$ cat src/design/rtcc_pkg.sv
package rtcc_pkg;

    localparam logic [7:0] BAD_BCD = 8'hFF;
    localparam logic [7:0] BCD_MAX = 8'h9F;
    localparam logic [3:0] DIGIT_MAX = 4'd9;

    localparam logic [7:0] MONTHS = 8'd12;
    localparam logic [7:0] FEBRUARY = 8'd2;
    localparam logic [7:0] HOUR_MAX = 8'd24;
    localparam logic [7:0] MINUTE_MAX = 8'd60;
    localparam logic [7:0] SECOND_MAX = 8'd60;
    localparam logic [15:0] DAYS_PER_YEAR = 16'd365;
    localparam logic [6:0] WRAP_24 = 7'd24;
    localparam logic [7:0] WRAP_60 = 8'd60;

    localparam logic [4:0] OFFSET_HOURS_MAX = 5'd23;
    localparam logic [5:0] OFFSET_MINUTES_MAX = 6'd59;
    localparam logic [5:0] OFFSET_SECONDS_MAX = 6'd59;

    localparam int unsigned FLAG_POWER = 0;
    localparam int unsigned FLAG_TWELVE = 1;
    localparam int unsigned FLAG_YEAR = 2;
    localparam int unsigned FLAG_MONTH = 3;
    localparam int unsigned FLAG_DAY = 4;
    localparam int unsigned FLAG_HOUR = 5;
    localparam int unsigned FLAG_MINUTE = 6;
    localparam int unsigned FLAG_SECOND = 7;

    localparam int unsigned STATUS_POWER_FAIL = 7;
    localparam int unsigned STATUS_24_HOUR = 6;

    typedef enum logic [1:0] {
        REG_OFFSET_DAYS,
        REG_OFFSET_HOURS,
        REG_OFFSET_MINUTES,
        REG_OFFSET_SECONDS
    } cfg_reg_t;

    typedef struct packed {
        logic [15:0] days;
        logic [4:0]  hours;
        logic [5:0]  minutes;
        logic [5:0]  seconds;
    } offset_t;

    typedef struct packed {
        logic [7:0]  flags;
        logic [15:0] day_count;
        logic [7:0]  hour;
        logic [7:0]  minute;
        logic [7:0]  second;
    } check_t;

    function automatic logic [7:0] bcd_decode(input logic [7:0] b);
        logic [7:0] hi;
        hi = {4'b0, b[7:4]};
        if (b > BCD_MAX || b[3:0] > DIGIT_MAX) begin
            return BAD_BCD;
        end
        return (hi << 3) + (hi << 1) + {4'b0, b[3:0]};
    endfunction

    function automatic logic [4:0] month_len(input logic [3:0] m);
        case (m)
            4'd2: return 5'd28;
            4'd4, 4'd6, 4'd9, 4'd11: return 5'd30;
            default: return 5'd31;
        endcase
    endfunction

    function automatic logic [8:0] month_start(input logic [3:0] m);
        case (m)
            4'd1: return 9'd0;
            4'd2: return 9'd31;
            4'd3: return 9'd59;
            4'd4: return 9'd90;
            4'd5: return 9'd120;
            4'd6: return 9'd151;
            4'd7: return 9'd181;
            4'd8: return 9'd212;
            4'd9: return 9'd243;
            4'd10: return 9'd273;
            4'd11: return 9'd304;
            4'd12: return 9'd334;
            default: return 9'd0;
        endcase
    endfunction

endpackage

$ cat src/design/rtcc_cfg.sv
module rtcc_cfg
    import rtcc_pkg::*;
(
    input  logic        aclk,
    input  logic        aresetn,
    input  logic        cfg_we,
    input  logic [1:0]  cfg_index,
    input  logic [15:0] cfg_wdata,
    output offset_t     offset
);

    offset_t offset_reg;

    always_ff @(posedge aclk) begin
        if (!aresetn) begin
            offset_reg <= '0;
        end else if (cfg_we) begin
            case (cfg_reg_t'(cfg_index))
                REG_OFFSET_DAYS: begin
                    offset_reg.days <= cfg_wdata;
                end
                REG_OFFSET_HOURS: begin
                    offset_reg.hours <= (cfg_wdata[4:0] > OFFSET_HOURS_MAX) ?
                        OFFSET_HOURS_MAX : cfg_wdata[4:0];
                end
                REG_OFFSET_MINUTES: begin
                    offset_reg.minutes <= (cfg_wdata[5:0] > OFFSET_MINUTES_MAX) ?
                        OFFSET_MINUTES_MAX : cfg_wdata[5:0];
                end
                REG_OFFSET_SECONDS: begin
                    offset_reg.seconds <= (cfg_wdata[5:0] > OFFSET_SECONDS_MAX) ?
                        OFFSET_SECONDS_MAX : cfg_wdata[5:0];
                end
                default: begin
                end
            endcase
        end
    end

    assign offset = offset_reg;

endmodule

$ cat src/design/rtcc_check.sv
module rtcc_check
    import rtcc_pkg::*;
(
    input  logic [7:0] status_byte,
    input  logic [7:0] year_bcd,
    input  logic [7:0] month_bcd,
    input  logic [7:0] day_bcd,
    input  logic [7:0] hour_bcd,
    input  logic [7:0] minute_bcd,
    input  logic [7:0] second_bcd,
    output check_t     result
);

    logic [7:0]  year;
    logic [7:0]  month;
    logic [7:0]  day;
    logic [7:0]  hour;
    logic [7:0]  minute;
    logic [7:0]  second;
    logic        year_ok;
    logic        month_ok;
    logic        leap;
    logic [4:0]  day_limit;
    logic [7:0]  flags;
    logic [6:0]  leap_days;
    logic [15:0] count;

    always_comb begin
        year = bcd_decode(year_bcd);
        month = bcd_decode(month_bcd);
        day = bcd_decode(day_bcd);
        hour = bcd_decode(hour_bcd);
        minute = bcd_decode(minute_bcd);
        second = bcd_decode(second_bcd);
        year_ok = (year != BAD_BCD);
        month_ok = (month != 8'd0) && (month <= MONTHS);
        // Within 2000..2099 a year is a leap year exactly when it divides by four.
        leap = (year[1:0] == 2'b00);

        day_limit = month_len(month[3:0]) +
                    {4'b0, (month == FEBRUARY) && year_ok && leap};

        flags = '0;
        flags[FLAG_POWER] = status_byte[STATUS_POWER_FAIL];
        flags[FLAG_TWELVE] = !status_byte[STATUS_24_HOUR];
        flags[FLAG_YEAR] = !year_ok;
        flags[FLAG_MONTH] = !month_ok;
        flags[FLAG_DAY] = (day == BAD_BCD) || (month_ok && (day > {3'b0, day_limit}));
        flags[FLAG_HOUR] = (hour > HOUR_MAX);
        flags[FLAG_MINUTE] = (minute > MINUTE_MAX);
        flags[FLAG_SECOND] = (second > SECOND_MAX);

        leap_days = 7'(({1'b0, year} + 9'd3) >> 2);
        count = 16'({8'b0, year} * DAYS_PER_YEAR) + {9'b0, leap_days} +
                {7'b0, month_start(month[3:0])} + {8'b0, day} +
                {15'b0, (month > FEBRUARY) && leap};

        result.flags = flags;
        result.day_count = (flags[FLAG_YEAR] || flags[FLAG_MONTH] || flags[FLAG_DAY]) ?
                           16'd0 : count;
        result.hour = hour;
        result.minute = minute;
        result.second = second;
    end

endmodule

$ cat src/design/rtcc_local.sv
module rtcc_local
    import rtcc_pkg::*;
(
    input  check_t             check,
    input  offset_t            offset,
    output logic signed [15:0] local_days,
    output logic [4:0]         local_hours,
    output logic [5:0]         local_minutes,
    output logic [5:0]         local_seconds
);

    logic [7:0]  sec_diff;
    logic [7:0]  min_diff;
    logic [6:0]  hour_diff;
    logic        sec_borrow;
    logic        min_borrow;
    logic        hour_borrow;
    logic [7:0]  sec_norm;
    logic [7:0]  min_norm;
    logic [6:0]  hour_norm;
    logic [15:0] days_diff;
    logic        clean;

    always_comb begin
        clean = (check.flags == 8'd0);

        sec_diff = {1'b0, check.second[6:0]} - {2'b0, offset.seconds};
        sec_borrow = sec_diff[7];
        sec_norm = sec_borrow ? sec_diff + WRAP_60 : sec_diff;

        min_diff = {1'b0, check.minute[6:0]} - {2'b0, offset.minutes} -
                   {7'b0, sec_borrow};
        min_borrow = min_diff[7];
        min_norm = min_borrow ? min_diff + WRAP_60 : min_diff;

        hour_diff = {2'b0, check.hour[4:0]} - {2'b0, offset.hours} -
                    {6'b0, min_borrow};
        hour_borrow = hour_diff[6];
        hour_norm = hour_borrow ? hour_diff + WRAP_24 : hour_diff;

        days_diff = check.day_count - offset.days - {15'b0, hour_borrow};

        local_seconds = clean ? sec_norm[5:0] : 6'd0;
        local_minutes = clean ? min_norm[5:0] : 6'd0;
        local_hours = clean ? hour_norm[4:0] : 5'd0;
        local_days = clean ? signed'(days_diff) : 16'sd0;
    end

endmodule

$ cat src/design/rtc_bcd_date_check_and_local_time.sv
// An input transfer is held in the input register and its result in the result register,
// with the checks and the local time computed by combinational logic between them.
// Throughput is one reading per cycle while the result side keeps taking transfers.
// Synchronous active-low reset empties both registers and clears all offsets to zero.
module rtc_bcd_date_check_and_local_time
    import rtcc_pkg::*;
(
    input  logic               aclk,
    input  logic               aresetn,
    input  logic               cfg_we,
    input  logic [1:0]         cfg_index,
    input  logic [15:0]        cfg_wdata,
    input  logic               s_valid,
    output logic               s_ready,
    input  logic [7:0]         s_status_byte,
    input  logic [7:0]         s_year_bcd,
    input  logic [7:0]         s_month_bcd,
    input  logic [7:0]         s_day_bcd,
    input  logic [7:0]         s_hour_bcd,
    input  logic [7:0]         s_minute_bcd,
    input  logic [7:0]         s_second_bcd,
    output logic               m_valid,
    input  logic               m_ready,
    output logic [7:0]         m_error_flags,
    output logic [15:0]        m_day_count,
    output logic signed [15:0] m_local_days,
    output logic [4:0]         m_local_hours,
    output logic [5:0]         m_local_minutes,
    output logic [5:0]         m_local_seconds
);

    offset_t            offset;
    check_t             check;
    logic signed [15:0] local_days;
    logic [4:0]         local_hours;
    logic [5:0]         local_minutes;
    logic [5:0]         local_seconds;

    logic               in_valid_reg;
    logic               in_valid_next;
    logic [7:0]         status_reg;
    logic [7:0]         year_reg;
    logic [7:0]         month_reg;
    logic [7:0]         day_reg;
    logic [7:0]         hour_reg;
    logic [7:0]         minute_reg;
    logic [7:0]         second_reg;

    logic               out_valid_reg;
    logic               out_valid_next;
    logic               out_ready;
    logic [7:0]         flags_reg;
    logic [15:0]        day_count_reg;
    logic signed [15:0] local_days_reg;
    logic [4:0]         local_hours_reg;
    logic [5:0]         local_minutes_reg;
    logic [5:0]         local_seconds_reg;

    rtcc_cfg u_cfg (
        .aclk      (aclk),
        .aresetn   (aresetn),
        .cfg_we    (cfg_we),
        .cfg_index (cfg_index),
        .cfg_wdata (cfg_wdata),
        .offset    (offset)
    );

    rtcc_check u_check (
        .status_byte (status_reg),
        .year_bcd    (year_reg),
        .month_bcd   (month_reg),
        .day_bcd     (day_reg),
        .hour_bcd    (hour_reg),
        .minute_bcd  (minute_reg),
        .second_bcd  (second_reg),
        .result      (check)
    );

    rtcc_local u_local (
        .check         (check),
        .offset        (offset),
        .local_days    (local_days),
        .local_hours   (local_hours),
        .local_minutes (local_minutes),
        .local_seconds (local_seconds)
    );

    always_comb begin
        out_ready = !out_valid_reg || m_ready;
        s_ready = !in_valid_reg || out_ready;
        in_valid_next = s_ready ? s_valid : in_valid_reg;
        out_valid_next = out_ready ? in_valid_reg : out_valid_reg;
    end

    always_ff @(posedge aclk) begin
        if (!aresetn) begin
            in_valid_reg <= 1'b0;
            out_valid_reg <= 1'b0;
        end else begin
            in_valid_reg <= in_valid_next;
            out_valid_reg <= out_valid_next;
        end
    end

    always_ff @(posedge aclk) begin
        if (s_valid && s_ready) begin
            status_reg <= s_status_byte;
            year_reg <= s_year_bcd;
            month_reg <= s_month_bcd;
            day_reg <= s_day_bcd;
            hour_reg <= s_hour_bcd;
            minute_reg <= s_minute_bcd;
            second_reg <= s_second_bcd;
        end
    end

    always_ff @(posedge aclk) begin
        if (in_valid_reg && out_ready) begin
            flags_reg <= check.flags;
            day_count_reg <= check.day_count;
            local_days_reg <= local_days;
            local_hours_reg <= local_hours;
            local_minutes_reg <= local_minutes;
            local_seconds_reg <= local_seconds;
        end
    end

    assign m_valid = out_valid_reg;
    assign m_error_flags = flags_reg;
    assign m_day_count = day_count_reg;
    assign m_local_days = local_days_reg;
    assign m_local_hours = local_hours_reg;
    assign m_local_minutes = local_minutes_reg;
    assign m_local_seconds = local_seconds_reg;

endmodule

$ cat config.mk
export PLATFORM = sky130hd
export DESIGN_NAME = rtc_bcd_date_check_and_local_time
export DESIGN_NICKNAME = d
export VERILOG_FILES = /design/src/design/rtcc_pkg.sv /design/src/design/rtcc_cfg.sv /design/src/design/rtcc_check.sv /design/src/design/rtcc_local.sv /design/src/design/rtc_bcd_date_check_and_local_time.sv
export SDC_FILE = /design/constraint.sdc
export NUM_CORES = 1
export LEC_CHECK = 0
export BUFFER_PORTS_ARGS = -buffer_cell sky130_fd_sc_hd__buf_4
export CORE_ASPECT_RATIO = 0.75
export CORE_UTILIZATION = 60
export CTS_CLUSTER_SIZE = 12
export DETAILED_ROUTE_END_ITERATION = 7
export GPL_ROUTABILITY_DRIVEN = 0
export PLACE_DENSITY = 0.82
export SYNTH_ARGS = -nofsm -noshare
export SYNTH_HDL_FRONTEND = slang
export SYNTH_SLANG_ARGS = --single-unit
$ cat constraint.sdc
create_clock -name aclk -period 10.8 [get_ports aclk]
set_input_delay 2.16 -clock aclk [delete_from_list [all_inputs] [get_ports aclk]]
set_output_delay 2.16 -clock aclk [all_outputs]
set_load 0.02 [all_outputs]
Word level (Yosys, flattened, before mapping). Memory sizes are Yosys's and may differ from the RTL's. Cells that the tools add are included.

Memories kept: 1. Logic and storage cells: 137. Bits of input ports: 79. Output and inout port bits: 59. ROM bits: 144. Bits in registers: 148.

$lt $le $gt $ge: 20. Equal/unequal tests: 11. Reduce and logical (&&, ||, !) cells: 32. Multipliers: 1. Muxes and demuxes: 25. $add $sub $neg: 28.

Memory list: (name not given) (depth 16, width 9, rd ports 1, clocked after Yosys merged registers in 0, write ports 0, line rtcc_pkg.sv:72) `case (m)`.

Operators with widths (count): $mux 8 (12); $add 7x5->8 (6); $add 8x4->8 (6); $gt 8x8->1 const B (6); $gt 4x4->1 const B (6); $mux 6 (3); $add 16x1->16 (1); $add 16x7->16 (1); $add 16x8->16 (1); $add 16x9->16 (1); $gt 8x6->1 const B (2); $mul 8x9->16 const B (1); $mux 16 (1); $sub 16x1->16 (1); $sub 16x16->16 (1); $sub 7x6->8 (2); $add 6x6->6 const B (2); $logic_or 1x1->1 (11); $mux 5 (2); $add 8x2->9 const B (1); $eq 4x3->1 const B (2); $eq 4x4->1 const B (2); $eq 8x2->1 const B (1); $eq 8x8->1 const B (1); other kinds (24) (44).

Longest topological paths before layout. Gate-level depths: netlist of the first run.

Depth after elaboration: 15. Mapped depth: 38. Depth with buffers taken out: 38.

Cells and area by module. From an unflattened synthesis of the first run, not the netlist that was laid out.

Cell total of the unflattened synthesis: 1134. Area total of the unflattened synthesis: 11710.0 um^2.

Modules (own cells, without submodules): rtcc_check (cells an instance 567, instances 1, area each 4733.3 um^2); rtc_bcd_date_check_and_local_time (cells an instance 122, instances 1, area each 3497.1 um^2); rtcc_local (cells an instance 310, instances 1, area each 2183.3 um^2); rtcc_cfg (cells an instance 135, instances 1, area each 1296.2 um^2).

Least setup slack after synthesis of the first run. No wires, ideal clock.

Kind: reg2reg. Start: register month_reg[3]. End: register local_days_reg[15], in the netlist m_local_days[15], data pin. Setup slack: 2.862 ns. Stages on the path, launching flop included: 34. Required time: 10.543 ns. Data arrival time: 7.681 ns. Buffers on the path: 1. Cell sequence: edfxtp_1 fa_1 inv_1 fa_1 buf_6 nor2_1 a22oi_1 o21a_1 fa_1 inv_1 fa_1 inv_1 fa_1 inv_1 fa_1 fa_1 ha_1 or3_1 nor3_1 nor2_1 a211o_1 a21oi_1 xnor2_1 nand2_1 ha_1 inv_1 ha_1 a21oi_1 nand2_1 a21o_1 a21oi_1 o31ai_1 xnor2_1 nor2_1.

Cells in the longest elaborated chain, start to end: 15.

RTL lines: start: declaration (line rtc_bcd_date_check_and_local_time.sv:43) `logic [7:0] month_reg;`; start signal: assignment (line rtc_bcd_date_check_and_local_time.sv:109) `month_reg <= s_month_bcd;`; $gt 8x8->1 or $gt 4x4->1 (tied branches) (line rtcc_pkg.sv:57) `if (b > BCD_MAX || b[3:0] > DIGIT_MAX) begin`; $logic_or 1x1->1 (line rtcc_pkg.sv:57); $mux 1 (line rtcc_pkg.sv:57); $mux 8 * (line rtcc_pkg.sv:60) `return (hi << 3) + (hi << 1) + {4'b0, b[3:0]};`; parallel branches: the longest is 11 deep, another holds $add 16x9->16; end signal: assignment (line rtc_bcd_date_check_and_local_time.sv:121) `local_days_reg <= local_days;`; end: declaration (line rtc_bcd_date_check_and_local_time.sv:54) `logic signed [15:0] local_days_reg;`.

Mark *: on every way between the ends. A chain may end at the register's enable or synchronous reset.

Final worst setup path of the first run. Same ends and word-level chain as after synthesis.

==> flow_summary.yaml, run 1 <==
status:
  status: "complete, no violations"
sta:
  setup_viol: 0
  max_freq_mhz: 114
  totalNegativeSetupSlack_ns: 0
  fin_skew_ns: 0.00830
  hold_viol: 0
  slew_headroom_pct: 24.5
  min_period_over_period_pct: 81.4
  tightest_slew_ns: 1.13
  final_max_slew_viol_count: 0
  holdWs_ns: 0.449
  grt_setup_unrepaired: "no"
  timing.final.crit_period_ns: 8.79
  setup_ws_ns: 2.01
place:
  place_area_um2: 12300
  dp_cells: 1446
  hpwl_mm: 18.3
  dp_slack_ns: 2.09
  io_buffers: 131
grt:
  busiest_layer: "met2"
  grt_max_degree: 58
  grt_usage_pct: 26.2
  grt_pass1_wl_mm: 39.0
  use_met3_pct: 5.08
  met1_usage_pct: 36.1
  first_global_vias: 8041
  met2_usage_pct: 42.7
  grt_antenna_before_repair: 0
  gr-total-overflow: 0
logic_synthesis:
  synthSimpleGateAreaFrac_pct: 13.2
  ys_ff_latch: 142
  synth-warning-count: 0
  avgSynthCellArea_um2: 10.2
  synth_top_area_share_pct: 28.9
  synthArstFlopShare_pct: 0
  synth_largest_area_cell: "edfxtp_1"
  synth_edf_count: 107
  syn_area_um2: 11100
  synth_compound_area_share_pct: 11.1
  synthXorXnorAreaFrac_pct: 4.72
  synth_mux_area_share_pct: 0.663
  ys_top_cells_by_area: "edfxtp_1 29%, ha_1 19%, fa_1 11%"
  syn-num-nets: 1397
  synth_top_family_by_area: "adder cells"
  ys_types: 51
  synth_ff_type: "edfxtp_1"
  syn-instance-count: 1092
  ys_seq_area_share_pct: 35.2
  synthAdderAreaFrac_pct: 29.4
finish:
  final_cell_mix: "167 x ha_1, 145 x inv_1, 133 x buf_4"
  stdcell_area_um2: 12900
  diodes: 0
  final_common_cell: "ha_1"
  syn_to_final_growth_pct: 16.3
  drive_above_1_share_pct: 15.6
  final_nets: 1528
  instances_no_fill: 1478
  largest_register_ffs: 33
route:
  first_pass_iters: 5
  wl_per_cell_um: 16.0
  drt_wl_total_mm: 23.6
  drt-initial-drc-count: 530
  via_per_inst: 5.50
  drtAntennaViolNets: 0
  drc: 0
  vias: 8128
cts:
  cts_sinks: 142
  cts-htree-levels: 4
  clkTransAtPathRegs_ns: 0.06
  hold_buffers: 0
  cts_buffer_depth: 2
  clkLatencyLatePin_ns: 0.43
  cts_tree: "yes"
  cts_buffers: 17
  postCtsResizedCells: 0
  post-cts-setup-buffer-count: 0
  cts_root_buf: "clkbuf_16"
floorplan:
  num_rows: 42
  start_util_pct: 62.1
  coreArea_um2: 17900
  io_pins: 138
  die_w_um: 159
  fp.dieArea_um2: 19100
  die_h_um: 120
critical_path:
  worstPathMaxFanout: 11
  start_kind: "flop"
  arrival_ns: 8.97
  worstSetupPathType: "reg2reg"
  crit_top_cell: "fa_1"
  cpPeakStageDelay_ns: 0.63
  critPathSlowestCell: "fa_1"
  end_kind: "flop"
  worstPathRequired_ns: 10.98
run:
  cap_violations: 0
power_and_ir_drop:
  switchingPower_uw: 1520
  p_per_area_nw_per_um2: 271
  p_comb_share_pct: 65.0
  p_int_uw: 1990
  swShare_pct: 43.3
  vdd.ir_drop.worst_uv: 341
  seq_power_share_pct: 18.0
  clockPowerShare_pct: 17.0
  leakage_uw: 0.00597
worst_hold_path:
  hold_path_class: "reg2reg"
-- worst max-delay path: cells and delay by family, from the launching register on --
family,cells,cell delay (ns)
compound gates,10,1.91
xor+xnor,2,0.36
fa+ha+maj,10,4.80
buf+inv,5,0.30
flops,1,0.42
simple gates,5,0.74
-- final cells by class --
type,instances,area [um2]
multi-input combinational,784,6590
fill,1295,4970
sequential,142,3910
timing repair buffer,133,998
inverter,145,544
clock buffer,18,439
tap,242,303
clock inverter,14,156
-- worst paths after layout --
kind	slack [ns]	startpoint	to	cells after the start
max	2.01	month_reg[3]	m_local_days[15]	32
min	0.45	status_reg[7]	m_error_flags[0]	0
max reg2reg	2.01	month_reg[3]	m_local_days[15]	32
min reg2reg	0.45	status_reg[7]	m_error_flags[0]	0
-- metal layers --
layer	part of all wire (%)	vias to the layer above	wire [um]
met5	0	-	0
met4	1.4	0	340
met3	5.3	34	1260
met2	46	216	10900
met1	47	3879	11200
li1	-	3999	-
-- logic make-up (layout without fill, tap and decap cells) --
family          count (synthesis)  in the layout
buf+inv                       166            310
compound gates                191            191
xor+xnor                       60             60
flops                         142            142
mux                             7              7
fa+ha+maj                     226            226
simple gates                  300            300
-- cell usage after synthesis (2+ instances only) --
master	instances
ha_1	167
inv_1	145
edfxtp_1	107
nand2_1	95
nor2_1	63
fa_1	59
a21oi_1	49
o21ai_0	44
xnor2_1	43
dfxtp_1	35
nand3_1	28
a21o_1	27
nor2b_1	26
a21boi_0	23
nand2b_1	20
or2_2	17
xor2_1	17
clkbuf_1	15
and3_1	9
o21a_1	9
and2_1	8
nor3_1	7
o211a_1	7
o31ai_1	6
a211o_1	5
buf_2	5
nand3b_1	5
nand4_1	5
a211oi_1	4
a31oi_1	4
mux2i_1	4
nor4_1	4
a22oi_1	3
mux2_2	3
nor3b_1	3
or3_1	3
and4_1	2
o21bai_1	2
or4_1	2
-- through the flow --
stage / utilization (%) / power [uW]
after global routing: 72.2 / 3840
final: 72.2 / 3510
after detailed placement: 68.9 / 2880
after global placement: 68.9 / 2810
after floorplan: - / 2410
after CTS: 72.2 / 3530
-- power groups by stage --
stage | sequential (uW) | clock (uW) | combinational [uW]
after CTS | 631 | 603 | 2290
after floorplan | 652 | 0 | 1760
after global routing | 634 | 625 | 2580
after detailed placement | 642 | 0 | 2240
final | 631 | 599 | 2280
after global placement | 642 | 0 | 2170
(Power assumes the default switching activity.)
==> run 2: changes to the inputs <==
--- a/config.mk
+++ b/config.mk
@@ -5,6 +5,7 @@
 export SDC_FILE = /design/constraint.sdc
 export NUM_CORES = 1
 export LEC_CHECK = 0
+export ABC_AREA = 1
 export BUFFER_PORTS_ARGS = -buffer_cell sky130_fd_sc_hd__buf_4
 export CORE_ASPECT_RATIO = 0.75
 export CORE_UTILIZATION = 60
==> constraint.sdc (replaced) <==
create_clock -name aclk -period 9.2 [get_ports aclk]
set_input_delay 1.84 -clock aclk [delete_from_list [all_inputs] [get_ports aclk]]
set_output_delay 1.84 -clock aclk [all_outputs]
set_load 0.02 [all_outputs]
==> run 2 against run 1 <==
Final area up 1.9%. Synthesized cell count up 12%. Sequential share of layout area down 0.57 points. Critical path type unchanged. Highest routed layer unchanged. Worst setup slack worse by 1.4 ns. Register-to-register slack worse by 1.4 ns.
==> flow_summary.yaml, run 2 <==
finish:
  final_nets: 1676
  fillers: 1342
  drive_above_1_share_pct: 16.7
  final_cell_mix: "247 x inv_1, 167 x ha_1, 137 x nand2_1"
  utilization_pct: 71.5
  final_common_cell: "inv_1"
  syn_to_final_growth_pct: 16.9
  diodes: 0
  largest_register_ffs: 33
  stdcell_area_um2: 13200
status:
  status: "complete, no violations"
sta:
  min_period_over_period_pct: 93.8
  hold_viol: 0
  grt_setup_unrepaired: "no"
  tightest_slew_ns: 1.04
  final_max_slew_viol_count: 0
  slew_headroom_pct: 30.7
  max_freq_mhz: 116
  fin_skew_ns: 0.0101
  setup_viol: 0
  totalNegativeSetupSlack_ns: 0
  timing.final.crit_period_ns: 8.63
logic_synthesis:
  ys_seq_area_share_pct: 34.7
  synth_compound_area_share_pct: 10.2
  synthSimpleGateAreaFrac_pct: 14.8
  syn_area_um2: 11300
  synth_mux_area_share_pct: 0
  avgSynthCellArea_um2: 9.19
  synth_top_family_by_area: "adder cells"
  synthXorXnorAreaFrac_pct: 2.33
  syn-num-nets: 1532
  synth_largest_area_cell: "edfxtp_1"
  ys_types: 54
  synth-warning-count: 0
  synth_edf_count: 107
  synth_common_cells: "249 x inv_1, 167 x ha_1, 137 x nand2_1"
  synth_ff_type: "edfxtp_1"
  synth_top_area_share_pct: 28.5
  yosysMostFrequentCell: "inv_1"
  ys_top_cells_by_area: "edfxtp_1 28%, ha_1 19%, fa_1 10%"
  synthAdderAreaFrac_pct: 29.0
  syn-instance-count: 1227
  ys_ff_latch: 142
  synthArstFlopShare_pct: 0
grt:
  first_global_vias: 8713
  grt_max_degree: 51
  grt_usage_pct: 27.0
  grt_pass1_wl_mm: 40.8
  grt_antenna_before_repair: 0
  gr-total-overflow: 0
floorplan:
  die_h_um: 121
  io_pins: 138
  die_w_um: 160
  start_util_pct: 61.1
  num_rows: 43
  fp.dieArea_um2: 19400
  coreArea_um2: 18500
critical_path:
  end_kind: "flop"
  start_kind: "flop"
  cpPeakStageDelay_ns: 0.64
  worstPathRequired_ns: 9.39
  arrival_ns: 8.81
  crit_top_cell: "inv_1"
  worstSetupPathType: "reg2reg"
  critPathSlowestCell: "fa_1"
  worstPathMaxFanout: 6
place:
  place_area_um2: 12600
  io_buffers: 131
  hpwl_mm: 19.1
route:
  drt-initial-drc-count: 557
  vias: 8794
  drtAntennaViolNets: 0
  first_pass_iters: 7
  wl_per_cell_um: 15.1
  via_per_inst: 5.39
  drt_wl_total_mm: 24.6
  drc: 0
power_and_ir_drop:
  vdd.ir_drop.worst_uv: 480
  leakage_uw: 0.00646
  p_per_area_nw_per_um2: 309
cts:
  cts_buffer_depth: 2
  cts_root_buf: "clkbuf_16"
  cts_sinks: 142
  cts_tree: "yes"
  clkLatencyLatePin_ns: 0.43
  cts-htree-levels: 4
  hold_buffers: 0
  cts_buffers: 17
  clkTransAtPathRegs_ns: 0.06
run:
  cap_violations: 0
worst_hold_path:
  hold_path_class: "reg2reg"
[run 2: changes by cell type after synthesis, sizes merged, moves of 20 or more]
cell,before,now
xnor2,43,11
o21ai,44,72
nor2,63,128
nand2,95,142
a21oi,49,86
nor2b,26,0
nand2b,20,0
a21o,27,6
a21boi,23,3
inv,145,255
[run 2: report_power, final]
group          internal, uW  switching, uW  total (uW)
clock                   420            298         718
combinational          1060           1560        2620
sequential              720           18.8         739
[run 2: per-layer routing]
| layer | part of all wire (%) | vias to the layer above | routed length (um) | global-route usage, % |
|---|---|---|---|---|
| met3 | 7.1 | 43 | 1750 | 6.21 |
| met5 | 0 | - | 0 | 0 |
| met4 | 2.1 | 0 | 521 | 9.40 |
| met2 | 47 | 285 | 11500 | 44.9 |
| li1 | - | 4314 | - | - |
| met1 | 44 | 4152 | 10800 | 34.7 |
[run 2: worst paths after layout]
kind / start / end / slack (ns) / depth (start not counted)
max: month_reg[3] / m_local_days[15] / 0.57 / 37
min: status_reg[7] / m_error_flags[0] / 0.46 / 0
max reg2reg: month_reg[3] / m_local_days[15] / 0.57 / 37
min reg2reg: status_reg[7] / m_error_flags[0] / 0.46 / 0
[run 2: timing repair]
action                                  4_1_cts  5_1_grt
gates resized for setup                       0        7
endpoints found under the hold margin         0        0
setup buffers                                 0        2
endpoints found under the setup margin        0        2
[run 2: cell families (layout without fill, tap and decap cells)]
logic type | count (synthesis) | count (layout)
adder cells (fa/ha/maj) | 226 | 226
AO/OA/AOI/OAI | 199 | 199
buffers and inverters | 265 | 422
flip-flops | 142 | 142
XOR/XNOR | 30 | 30
AND/OR/NAND/NOR | 365 | 365
[run 2: final cells by class]
cell class,count,area (um2),share of cell area [%]
Inverter,255,957,7.25
Timing Repair Buffer,135,1010,7.68
Clock buffer,19,453,3.43
Sequential cell,142,3910,29.7
Multi-Input combinational cell,820,6390,48.5
Tap cell,247,309,2.34
Clock inverter,13,153,1.16
[run 2: through the flow]
stage          cells  power [uW]  setup slack, ns  hold slack, ns
6_report        1631        4080            0.572           0.458
2_1_floorplan   1227        2730             1.21           0.428
3_5_place_dp    1597        3230            0.438           0.458
5_1_grt         1631        4500           0.0148           0.467
3_3_place_gp    1597        3150            0.629           0.441
4_1_cts         1629        4000            0.377           0.465
[run 2: critical path: cells and delay by family, from the launching register on]
kind	cells	cell delay, ns
compound gates	6	1.07
buf+inv	10	0.75
fa+ha+maj	10	4.66
simple gates	11	1.44
flops	1	0.46
==> run 3: changes to the inputs <==
--- a/config.mk
+++ b/config.mk
@@ -7,12 +7,15 @@
 export LEC_CHECK = 0
 export ABC_AREA = 1
 export BUFFER_PORTS_ARGS = -buffer_cell sky130_fd_sc_hd__buf_4
+export CELL_PAD_IN_SITES_DETAIL_PLACEMENT = 2
+export CELL_PAD_IN_SITES_GLOBAL_PLACEMENT = 2
 export CORE_ASPECT_RATIO = 0.75
-export CORE_UTILIZATION = 60
+export CORE_MARGIN = 8
+export CORE_UTILIZATION = 37
 export CTS_CLUSTER_SIZE = 12
 export DETAILED_ROUTE_END_ITERATION = 7
 export GPL_ROUTABILITY_DRIVEN = 0
-export PLACE_DENSITY = 0.82
+export PLACE_DENSITY_LB_ADDON = 0.1
 export SYNTH_ARGS = -nofsm -noshare
 export SYNTH_HDL_FRONTEND = slang
 export SYNTH_SLANG_ARGS = --single-unit
==> run 3 against run 2 <==
Final area up 1.6%. Critical path type unchanged. Worst setup slack got worse by 0.036 ns. Critical path depth unchanged. Die area up 88%. Clock power increased by 3.1%. Core utilization down 27 points. Clock skew is 0.0026 ns lower. Highest routed layer unchanged. Worst hold slack improved by 0.0084 ns. Power up 3.9%. Maximum frequency shrank 0.42%. Combinational power grew 5%.
==> flow_summary.yaml, run 3 (synthesized netlist as in run 2, its figures left out) <==
power_and_ir_drop:
  p_per_area_nw_per_um2: 316
  p_int_uw: 2260
  leakage_uw: 0.00647
  swShare_pct: 46.6
  vdd.ir_drop.worst_uv: 320
  clockPowerShare_pct: 17.5
  switchingPower_uw: 1970
  p_comb_share_pct: 65.0
  power.total_uw: 4230
  seq_power_share_pct: 17.5
critical_path:
  worstReg2RegStart: "month_reg[3]"
  worstPathRequired_ns: 9.49
  worstSetupPathType: "reg2reg"
  start_kind: "flop"
  critPathSlowestCell: "fa_2"
  arrival_ns: 8.96
  cpPeakStageDelay_ns: 0.64
  end_kind: "flop"
  startpoint: "month_reg[3]"
  critical-path-top-delay-family: "adder cells"
  crit_top_cell: "inv_1"
  worstPathMaxFanout: 5
  critical_path_buf_inv_count: 11
route:
  via_per_inst: 4.99
  drc: 0
  vias: 8913
  drt-initial-drc-count: 371
  wl_per_cell_um: 19.2
  first_pass_iters: 4
  drt_wl_total_mm: 34.4
  drtAntennaViolNets: 0
place:
  dp_cells: 1754
  hpwl_mm: 27.6
  io_buffers: 131
finish:
  drive_above_1_share_pct: 16.6
  seq_area_um2: 3910
  final_cell_mix: "248 x inv_1, 166 x ha_1, 138 x buf_4"
  multiInputGateArea_um2: 6390
  largest_register_ffs: 33
  syn_to_final_growth_pct: 18.8
  instances_no_fill: 1787
  final_common_cell: "inv_1"
  final_nets: 1679
  fillers: 3355
grt:
  grt_usage_pct: 19.3
  grt_pass1_wl_mm: 55.5
  first_global_vias: 10100
  gr-total-overflow: 0
  grt_antenna_before_repair: 0
  grt_max_degree: 43
sta:
  tightest_slew_ns: 0.979
  grt_setup_unrepaired: "no"
  fin_skew_ns: 0.00754
  min_period_over_period_pct: 94.2
  totalNegativeSetupSlack_ns: 0
  setup_viol: 0
  final_max_slew_viol_count: 0
  slew_headroom_pct: 34.2
  hold_viol: 0
  timing.final.crit_period_ns: 8.66
  max_freq_mhz: 115
floorplan:
  num_rows: 55
  io_pins: 138
  start_util_pct: 37.5
  coreArea_um2: 30100
  fp.dieArea_um2: 36400
  die_h_um: 167
  die_w_um: 218
cts:
  cts_tree: "yes"
  cts_root_buf: "clkbuf_16"
  cts_sinks: 142
  cts-htree-levels: 4
  clkTransAtPathRegs_ns: 0.06
  cts_buffers: 17
  clkLatencyLatePin_ns: 0.44
  cts_buffer_depth: 2
  hold_buffers: 0
status:
  status: "complete, no violations"
worst_hold_path:
  hold_start: "u_cfg.offset[16]"
  hold_path_class: "reg2reg"
run:
  cap_violations: 0
run 3: changes by cell type in the layout (fill, tap and decap cells not counted), sizes merged:
cell,before,now
clkinv,5,8
inv,260,255
bufinv,2,4
buf,135,138
diode,0,1
run 3: worst paths after layout:
| path | end | slack, ns | depth (start not counted) |
|---|---|---|---|
| setup / recovery | m_local_days[14] | 0.54 | 37 |
| hold / removal | u_cfg.offset[16] | 0.47 | 2 |
| setup reg to reg | m_local_days[14] | 0.54 | 37 |
| hold reg to reg | u_cfg.offset[16] | 0.47 | 2 |
run 3: metal layers:
metal | part of all wire [%] | GRT usage [%] | up-vias
li1 | - | - | 4325
met1 | 49 | 26.5 | 4432
met2 | 46 | 30.8 | 126
met3 | 3.9 | 3.78 | 30
met4 | 1.4 | 4.93 | 0
met5 | 0 | 0 | -
run 3: power groups by stage:
| stage | Combinational [uW] | Sequential [uW] | Clock [uW] |
|---|---|---|---|
| floorplan | 1970 | 758 | 0 |
| global placement | 2570 | 754 | 0 |
| detailed placement | 2680 | 755 | 0 |
| CTS | 2800 | 742 | 755 |
| global route | 3170 | 745 | 780 |
| finish | 2750 | 742 | 740 |
run 3: through the flow:
| step | cell area (um2) | hold slack [ns] | setup slack [ns] | utilization [%] |
|---|---|---|---|---|
| 5_1_grt | 13400 | 0.490 | 0.0708 | 44.6 |
| 4_1_cts | 13400 | 0.470 | 0.0482 | 44.5 |
| 2_1_floorplan | 11300 | 0.428 | 1.21 | - |
| 6_report | 13400 | 0.466 | 0.536 | 44.6 |
| 3_3_place_gp | 12800 | 0.435 | 0.534 | 42.5 |
| 3_5_place_dp | 12800 | 0.461 | 0.282 | 42.5 |
run 3: area by class of cell:
| type | instances | area share (%) |
|---|---|---|
| repair buffers | 138 | 7.73 |
| clock inverters | 13 | 1.28 |
| flip-flops and latches | 142 | 29.2 |
| diodes | 1 | 0.0187 |
| clock buffers | 19 | 3.23 |
| multi-input cells | 820 | 47.7 |
| well taps | 399 | 3.72 |
| inverters | 255 | 7.14 |
run 3: worst reg2reg max path, delay by kind of cell, from the launching register on:
kind	cells	cell delay [ns]
flip-flops	1	0.46
AND/OR/NAND/NOR	8	1.17
adder cells (fa/ha/maj)	10	4.86
AO/OA/AOI/OAI	8	1.24
buffers and inverters	11	0.79
run 3: what timing repair did:
item,in CTS,in global routing
endpoints found under the setup margin,0,4
gates resized for setup,0,8
buffers inserted,0,0
